File: config.mk
export PLATFORM = sky130hd
export DESIGN_NAME = blake2s_256_hash_unit
export DESIGN_NICKNAME = d
export VERILOG_FILES = /design/src/hw/rtl/b2s_pkg.sv /design/src/hw/rtl/b2s_ctrl.sv /design/src/hw/rtl/b2s_datapath.sv /design/src/hw/rtl/blake2s_256_hash_unit.sv
export SDC_FILE = /design/constraint.sdc
export NUM_CORES = 2
export LEC_CHECK = 0
export BUFFER_PORTS_ARGS = -buffer_cell sky130_fd_sc_hd__clkbuf_2
export CAP_MARGIN = 20
export CORE_UTILIZATION = 60
export DETAILED_ROUTE_END_ITERATION = 8
export PLACE_DENSITY = 0.76
export REMOVE_ABC_BUFFERS = 1
export SYNTH_ARGS = -nofsm -noshare
export SYNTH_HDL_FRONTEND = slang
export SYNTH_SLANG_ARGS = --single-unit
File: constraint.sdc
create_clock -name clk -period 50.3 [get_ports clk]
set_input_delay 15.09 -clock clk [delete_from_list [all_inputs] [get_ports clk]]
set_output_delay 15.09 -clock clk [all_outputs]
set_load 0.1 [all_outputs]
File: src/hw/rtl/b2s_pkg.sv
package b2s_pkg;

  localparam logic [31:0] PARAM_WORD = 32'h01010020;

  localparam logic [31:0] IV [8] = '{
    32'h6a09e667, 32'hbb67ae85, 32'h3c6ef372, 32'ha54ff53a,
    32'h510e527f, 32'h9b05688c, 32'h1f83d9ab, 32'h5be0cd19
  };

  localparam logic [3:0] SIGMA [10][16] = '{
    '{0, 1, 2, 3, 4, 5, 6, 7, 8, 9, 10, 11, 12, 13, 14, 15},
    '{14, 10, 4, 8, 9, 15, 13, 6, 1, 12, 0, 2, 11, 7, 5, 3},
    '{11, 8, 12, 0, 5, 2, 15, 13, 10, 14, 3, 6, 7, 1, 9, 4},
    '{7, 9, 3, 1, 13, 12, 11, 14, 2, 6, 5, 10, 4, 0, 15, 8},
    '{9, 0, 5, 7, 2, 4, 10, 15, 14, 1, 11, 12, 6, 8, 3, 13},
    '{2, 12, 6, 10, 0, 11, 8, 3, 4, 13, 7, 5, 15, 14, 1, 9},
    '{12, 5, 1, 15, 14, 13, 4, 10, 0, 7, 6, 3, 9, 2, 8, 11},
    '{13, 11, 7, 14, 12, 1, 3, 9, 5, 0, 15, 4, 8, 6, 2, 10},
    '{6, 15, 14, 9, 11, 3, 0, 8, 12, 2, 13, 7, 1, 4, 10, 5},
    '{10, 2, 8, 4, 7, 6, 1, 5, 15, 11, 9, 14, 3, 12, 13, 0}
  };

  typedef enum logic [2:0] {
    ST_IDLE, ST_PAD, ST_INIT, ST_ROUND, ST_FOLD, ST_OUT
  } state_t;

  // Commands from controller to datapath.
  typedef struct packed {
    logic       take_byte;   // store data byte at fill position
    logic       pad_byte;    // write zero at fill position
    logic       add_block;   // byte_total += 64, fill = 0
    logic       add_fill;    // byte_total += fill, plus one if a byte is taken
    logic       init_v;      // load working vector
    logic       final_flag;  // invert v14 at init
    logic       do_g;        // one G step
    logic       fold;        // chain ^= v lo ^ v hi
    logic       reset_state; // back to initial chain
  } cmd_t;

  typedef struct packed {
    logic [6:0] fill;
  } status_t;

  function automatic logic [31:0] ror32(input logic [31:0] v, input int n);
    ror32 = (v >> n) | (v << (32 - n));
  endfunction

endpackage

File: src/hw/rtl/b2s_ctrl.sv
module b2s_ctrl
  import b2s_pkg::*;
(
  input  logic        clk,
  input  logic        rst,
  input  logic        in_valid,
  output logic        in_ready,
  input  logic        byte_present,
  input  logic        last,
  input  logic        out_ready,
  output logic        out_valid,
  output logic [2:0]  word_index,
  output logic        last_word,
  input  status_t     sts,
  output cmd_t        cmd,
  output logic [3:0]  round_idx,
  output logic [2:0]  g_idx
);

  state_t     state, state_next;
  logic       final_run, final_run_next;
  logic       pend_byte, pend_byte_next;
  logic       pend_last, pend_last_next;
  logic [3:0] round_next;
  logic [2:0] g_next, widx_next;

  always_ff @(posedge clk) begin
    if (rst) begin
      state <= ST_IDLE;
      final_run <= 1'b0;
      pend_byte <= 1'b0;
      pend_last <= 1'b0;
      round_idx <= '0;
      g_idx <= '0;
      word_index <= '0;
    end else begin
      state <= state_next;
      final_run <= final_run_next;
      pend_byte <= pend_byte_next;
      pend_last <= pend_last_next;
      round_idx <= round_next;
      g_idx <= g_next;
      word_index <= widx_next;
    end
  end

  always_comb begin
    state_next = state;
    final_run_next = final_run;
    pend_byte_next = pend_byte;
    pend_last_next = pend_last;
    round_next = round_idx;
    g_next = g_idx;
    widx_next = word_index;
    cmd = '0;
    in_ready = 1'b0;
    out_valid = 1'b0;
    last_word = 1'b0;
    case (state)
      ST_IDLE: begin
        in_ready = 1'b1;
        if (in_valid) begin
          if (byte_present && sts.fill[6]) begin
            // Full block waits for one more byte: compress it first.
            pend_byte_next = 1'b1;
            pend_last_next = last;
            final_run_next = 1'b0;
            state_next = ST_INIT;
          end else begin
            cmd.take_byte = byte_present;
            // The message length is counted before padding moves the fill.
            cmd.add_fill = last;
            if (last) state_next = ST_PAD;
          end
        end
      end
      ST_PAD: begin
        if (sts.fill[6]) begin
          final_run_next = 1'b1;
          state_next = ST_INIT;
        end else begin
          cmd.pad_byte = 1'b1;
        end
      end
      ST_INIT: begin
        cmd.init_v = 1'b1;
        cmd.final_flag = final_run;
        cmd.add_block = !final_run;
        round_next = '0;
        g_next = '0;
        state_next = ST_ROUND;
      end
      ST_ROUND: begin
        cmd.do_g = 1'b1;
        g_next = g_idx + 3'd1;
        if (g_idx == 3'd7) begin
          round_next = round_idx + 4'd1;
          if (round_idx == 4'd9) state_next = ST_FOLD;
        end
      end
      ST_FOLD: begin
        cmd.fold = 1'b1;
        widx_next = '0;
        if (final_run) begin
          state_next = ST_OUT;
        end else begin
          // Replay the held byte into the emptied block.
          cmd.take_byte = pend_byte;
          cmd.add_fill = pend_last;
          pend_byte_next = 1'b0;
          state_next = pend_last ? ST_PAD : ST_IDLE;
        end
      end
      ST_OUT: begin
        out_valid = 1'b1;
        last_word = (word_index == 3'd7);
        if (out_ready) begin
          widx_next = word_index + 3'd1;
          if (word_index == 3'd7) begin
            cmd.reset_state = 1'b1;
            state_next = ST_IDLE;
          end
        end
      end
      default: state_next = ST_IDLE;
    endcase
  end

endmodule

File: src/hw/rtl/b2s_datapath.sv
module b2s_datapath
  import b2s_pkg::*;
(
  input  logic        clk,
  input  logic        rst,
  input  cmd_t        cmd,
  input  logic [7:0]  data_byte,
  input  logic        use_held,
  input  logic [3:0]  round_idx,
  input  logic [2:0]  g_idx,
  input  logic [2:0]  word_index,
  output status_t     sts,
  output logic [31:0] digest_word
);

  logic [31:0] h [8];
  logic [31:0] v [16];
  // Message block kept as sixteen little-endian words, filled a byte at a time.
  logic [31:0] blk [16];
  logic [63:0] total;
  logic [6:0]  fill;
  logic [7:0]  held;

  assign sts.fill = fill;
  assign digest_word = h[word_index];

  // G operand indexes for the current step.
  logic [3:0] ia, ib, ic, id;
  logic [1:0] col;
  always_comb begin
    col = g_idx[1:0];
    ia = {2'b00, col};
    if (!g_idx[2]) begin
      ib = 4'd4 + {2'b00, col};
      ic = 4'd8 + {2'b00, col};
      id = 4'd12 + {2'b00, col};
    end else begin
      ib = {2'b01, col + 2'd1};
      ic = {2'b10, col + 2'd2};
      id = {2'b11, col + 2'd3};
    end
  end

  logic [3:0]  sx, sy;
  logic [31:0] mx, my;
  logic [31:0] a1, d1, c1, b1, a2, d2, c2, b2;
  always_comb begin
    sx = SIGMA[round_idx][{g_idx, 1'b0}];
    sy = SIGMA[round_idx][{g_idx, 1'b1}];
    mx = blk[sx];
    my = blk[sy];
    a1 = v[ia] + v[ib] + mx;
    d1 = ror32(v[id] ^ a1, 16);
    c1 = v[ic] + d1;
    b1 = ror32(v[ib] ^ c1, 12);
    a2 = a1 + b1 + my;
    d2 = ror32(d1 ^ a2, 8);
    c2 = c1 + d2;
    b2 = ror32(b1 ^ c2, 7);
  end

  logic [7:0] wbyte;
  assign wbyte = use_held ? held : data_byte;

  always_ff @(posedge clk) begin
    if (cmd.take_byte || cmd.pad_byte)
      blk[fill[5:2]][{fill[1:0], 3'b000} +: 8] <= cmd.pad_byte ? 8'h00 : wbyte;
    if (!use_held) held <= data_byte;
    if (cmd.init_v) begin
      for (int i = 0; i < 8; i++) v[i] <= h[i];
      for (int i = 0; i < 4; i++) v[i + 8] <= IV[i];
      v[12] <= IV[4] ^ (cmd.add_block ? total[31:0] + 32'd64 : total[31:0]);
      v[13] <= IV[5] ^ (cmd.add_block ? total[63:32] + 32'(total[31:0] > 32'hffffffbf)
                                      : total[63:32]);
      v[14] <= cmd.final_flag ? ~IV[6] : IV[6];
      v[15] <= IV[7];
    end
    if (cmd.do_g) begin
      v[ia] <= a2;
      v[ib] <= b2;
      v[ic] <= c2;
      v[id] <= d2;
    end
  end

  always_ff @(posedge clk) begin
    if (rst || cmd.reset_state) begin
      h[0] <= IV[0] ^ PARAM_WORD;
      for (int i = 1; i < 8; i++) h[i] <= IV[i];
      total <= '0;
      fill <= '0;
    end else begin
      if (cmd.init_v && cmd.add_block) begin
        total <= total + 64'd64;
        fill <= '0;
      end else if (cmd.take_byte || cmd.pad_byte) begin
        fill <= fill + 7'd1;
      end
      if (cmd.add_fill) total <= total + 64'(fill) + 64'(cmd.take_byte);
      if (cmd.fold)
        for (int i = 0; i < 8; i++) h[i] <= h[i] ^ v[i] ^ v[i + 8];
    end
  end

endmodule

File: src/hw/rtl/blake2s_256_hash_unit.sv
// BLAKE2s-256 (unkeyed) hash unit. Each input request carries at most one
// message byte and a last marker; bytes are accepted one per cycle while
// the unit is idle and the block buffer has room. When a 65th byte
// arrives after a full block, that block is compressed first: one shared
// G unit runs 80 steps (10 rounds of 8 G mixes) plus init and fold, and
// no request is accepted meanwhile. On a last request the block is
// zero-padded one byte per cycle, compressed with the final flag, and the
// digest is then delivered as eight 32-bit little-endian words,
// word_index 0 to 7 with last_word on the eighth.
// After the eighth word is taken the unit returns to its initial state.
module blake2s_256_hash_unit
  import b2s_pkg::*;
(
  input  logic        clk,
  input  logic        rst,
  input  logic        in_valid,
  output logic        in_ready,
  input  logic [7:0]  data_byte,
  input  logic        byte_present,
  input  logic        last,
  output logic        out_valid,
  input  logic        out_ready,
  output logic [31:0] digest_word,
  output logic [2:0]  word_index,
  output logic        last_word
);

  cmd_t       cmd;
  status_t    sts;
  logic [3:0] round_idx;
  logic [2:0] g_idx;

  b2s_ctrl u_ctrl (
    .clk, .rst, .in_valid, .in_ready, .byte_present, .last,
    .out_ready, .out_valid, .word_index, .last_word,
    .sts, .cmd, .round_idx, .g_idx
  );

  // While idle the incoming byte is latched, so a deferred byte is replayed
  // from the holding register once the compression is done.
  b2s_datapath u_dp (
    .clk, .rst, .cmd, .data_byte, .use_held(!in_ready),
    .round_idx, .g_idx, .word_index, .sts, .digest_word
  );

endmodule

==> results.json <==
{
  "outcome": "complete, no violations",
  "wl_per_cell_um": 31.76,
  "ys_warn_count": 0,
  "port_buffers": 51,
  "die_h_um": 366.6,
  "clk_pin_slew_worst_paths_ns": 0.06,
  "finish.utilization_pct": 65.97,
  "ctsResizeCount": 0,
  "grt.total_usage_pct": 42.18,
  "grt_pass1_vias": 59240,
  "path_class": "reg2reg",
  "setup-violations-final": 0,
  "yosysSeqAreaShare_pct": 50.70,
  "placed_cells": 8732,
  "vias": 62740,
  "maxSlewHeadroom_pct": 8.350,
  "end_kind": "flop",
  "io_pins": 52,
  "coreArea_um2": 131600,
  "synthesis.area_um2": 79760,
  "grt-ovfl-total": 0,
  "setup.worst_path.start_class": "flop",
  "fillerInstances": 9769,
  "synth_area_leader_cell": "edfxtp_1",
  "cts-root-buf": "clkbuf_16",
  "start_util_pct": 60.59,
  "gp_congestion": 1.147,
  "synth-async-reset-ratio_pct": 0,
  "crit_fanout": 91,
  "slew_violations": 0,
  "cp.arrival_ns": 21.83,
  "grt_max_degree": 186,
  "grt_pass1_wl_mm": 408.1,
  "clock_skew_ns": 0.04076,
  "fin_tns_setup_ns": 0,
  "cts_setup_buffers": 0,
  "hp-class": "reg2reg",
  "required_ns": 50.85,
  "clock_path_buffers": 3,
  "cts_sinks": 1380,
  "hold_viol": 0,
  "drcViolationCount": 0,
  "fin_nets": 7390,
  "h-tree-depth": 4,
  "syn_area_per_cell_um2": 10.98,
  "drv_cap": 0,
  "dieArea_um2": 134400,
  "synth.most_common_cell": "edfxtp_1",
  "dr.pass1.iters": 6,
  "final_cells": 9031,
  "routed_wl_mm": 286.8,
  "ys_top_cells_by_count": "1,280 x edfxtp_1, 1,188 x nand2_1, 534 x nor2_1, 444 x xnor2_1, 418 x xor2_1",
  "post-route-period-util_pct": 42.31,
  "area_delta_synth_final_pct": 8.882,
  "dp_hpwl_mm": 195.7,
  "cts_tree": "done",
  "finalCriticalPeriod_ns": 21.28,
  "synth_edf_count": 1280,
  "ys_types": 94,
  "synth_top_area_share_pct": 48.19,
  "antenna_found_initial": 5,
  "hold_buffers": 0,
  "clkLatencyLatePin_ns": 0.81,
  "ys.flop_type": "edfxtp_1",
  "fmax_ghz": 0.04699,
  "drtAntennaViolNets": 0,
  "cp_slowest_cell": "o311ai_1",
  "max_stage_delay_ns": 1.01,
  "die_x_um": 366.6,
  "synth_cells": 7265,
  "numCtsBuffers": 148,
  "rows": 133,
  "yosys-top-cells-area": "edfxtp_1 48%, nand2_1 5.6%, mux4_2 5.4%",
  "drt_iter0_drc": 10400,
  "vias_per_cell": 6.947,
  "rsz0062_at_grt": "false",
  "holdWs_ns": 0.4754,
  "ys_ff_latch": 1380,
  "tightest_slew_ns": 1.370,
  "drive_gt1_share_pct": 10.57
}
## sequential cells by signal, summed over array words and instances, names as in the netlist, named ones only
| signal | cells |
|---|---|
| u_dp.blk | 512 |
| u_ctrl.state | 3 |
| u_dp.total | 64 |
| u_ctrl.word_index | 3 |
| u_ctrl.pend_last | 1 |
| u_dp.sts | 7 |
| u_ctrl.g_idx | 3 |
| u_dp.v | 512 |
| u_dp.held | 8 |
| u_ctrl.round_idx | 4 |
| u_ctrl.pend_byte | 1 |
| u_ctrl.final_run | 1 |
| u_dp.h | 256 |
## layout make-up
class	count	area, µm²	share of cell area [%]
Sequential cell	1380	40460	46.59
Antenna cell	4	10.01	0.01153
Tap cell	1755	2196	2.529
Clock buffer	184	3954	4.553
Timing Repair Buffer	201	1574	1.813
Inverter	141	529.3	0.6095
Clock inverter	84	817.0	0.9408
Multi-Input combinational cell	5282	37310	42.96
## worst paths after layout
check	from	slack (ns)	endpoint	depth (start not counted)
setup / recovery	u_ctrl.round_idx[0]	29.02	u_dp.v[4][22]	56
hold / removal	u_dp.held[4]	0.48	u_dp.held[4]	2
setup reg to reg	u_ctrl.round_idx[0]	29.02	u_dp.v[4][22]	56
hold reg to reg	u_dp.held[4]	0.48	u_dp.held[4]	2
## critical path, delay by kind of cell (launching register included)
kind,cells,cell delay (ns)
and+or+nand+nor,10,1.98
AOI/OAI and AO/OA,28,10.26
adders and majority gates,7,2.86
buffers and inverters,4,2.04
DFF,1,0.83
muxes,1,0.33
xor gates and xnor gates,6,2.51
## kinds of logic (layout without fill, tap and decap cells)
family                     Yosys count  after routing  share of synthesized area, %
other                                0              4                             0
adders and majority gates          222            222                         4.123
xor gates and xnor gates           872            872                         9.734
DFF                               1380           1380                         50.70
buffers and inverters              603            610                         2.946
AOI/OAI and AO/OA                 1538           1538                         12.59
and+or+nand+nor                   2344           2344                         12.94
muxes                              306            306                         6.968
## stage by stage
stage	cell area [µm²]	setup slack, ns
6_report	86840	29.02
5_1_grt	86830	28.50
4_1_cts	86560	29.85
3_5_place_dp	81790	29.92
3_3_place_gp	81660	30.37
2_1_floorplan	77940	19.16
## placed cells by master, fill, tap and decap left out, types with 73 or more instances in the layout
master     count
buf_4        120
mux4_2       192
clkbuf_16    152
nand2_1     1167
a21oi_1      304
a311oi_1     129
mux2_2        73
dfxtp_1       93
a211oi_1     334
a21o_1        82
xnor2_1      444
xor2_1       416
edfxtp_1    1280
inv_1        140
a31oi_1      139
o21ai_0      362
nor2_1       531
ha_1         154
and2_1       264
## metal layers
metal / track usage [%] / part of all wire (%) / vias up
met3: 15.46 / 16 / 926
met5: 0 / 0.028 / -
met4: 25.24 / 6.9 / 8
met1: 55.58 / 36 / 30510
met2: 59.54 / 42 / 5051
li1: - / - / 26250
Power is not shown: default switching activity piles up to over one toggle a cycle in this logic, so the estimate is an artifact.
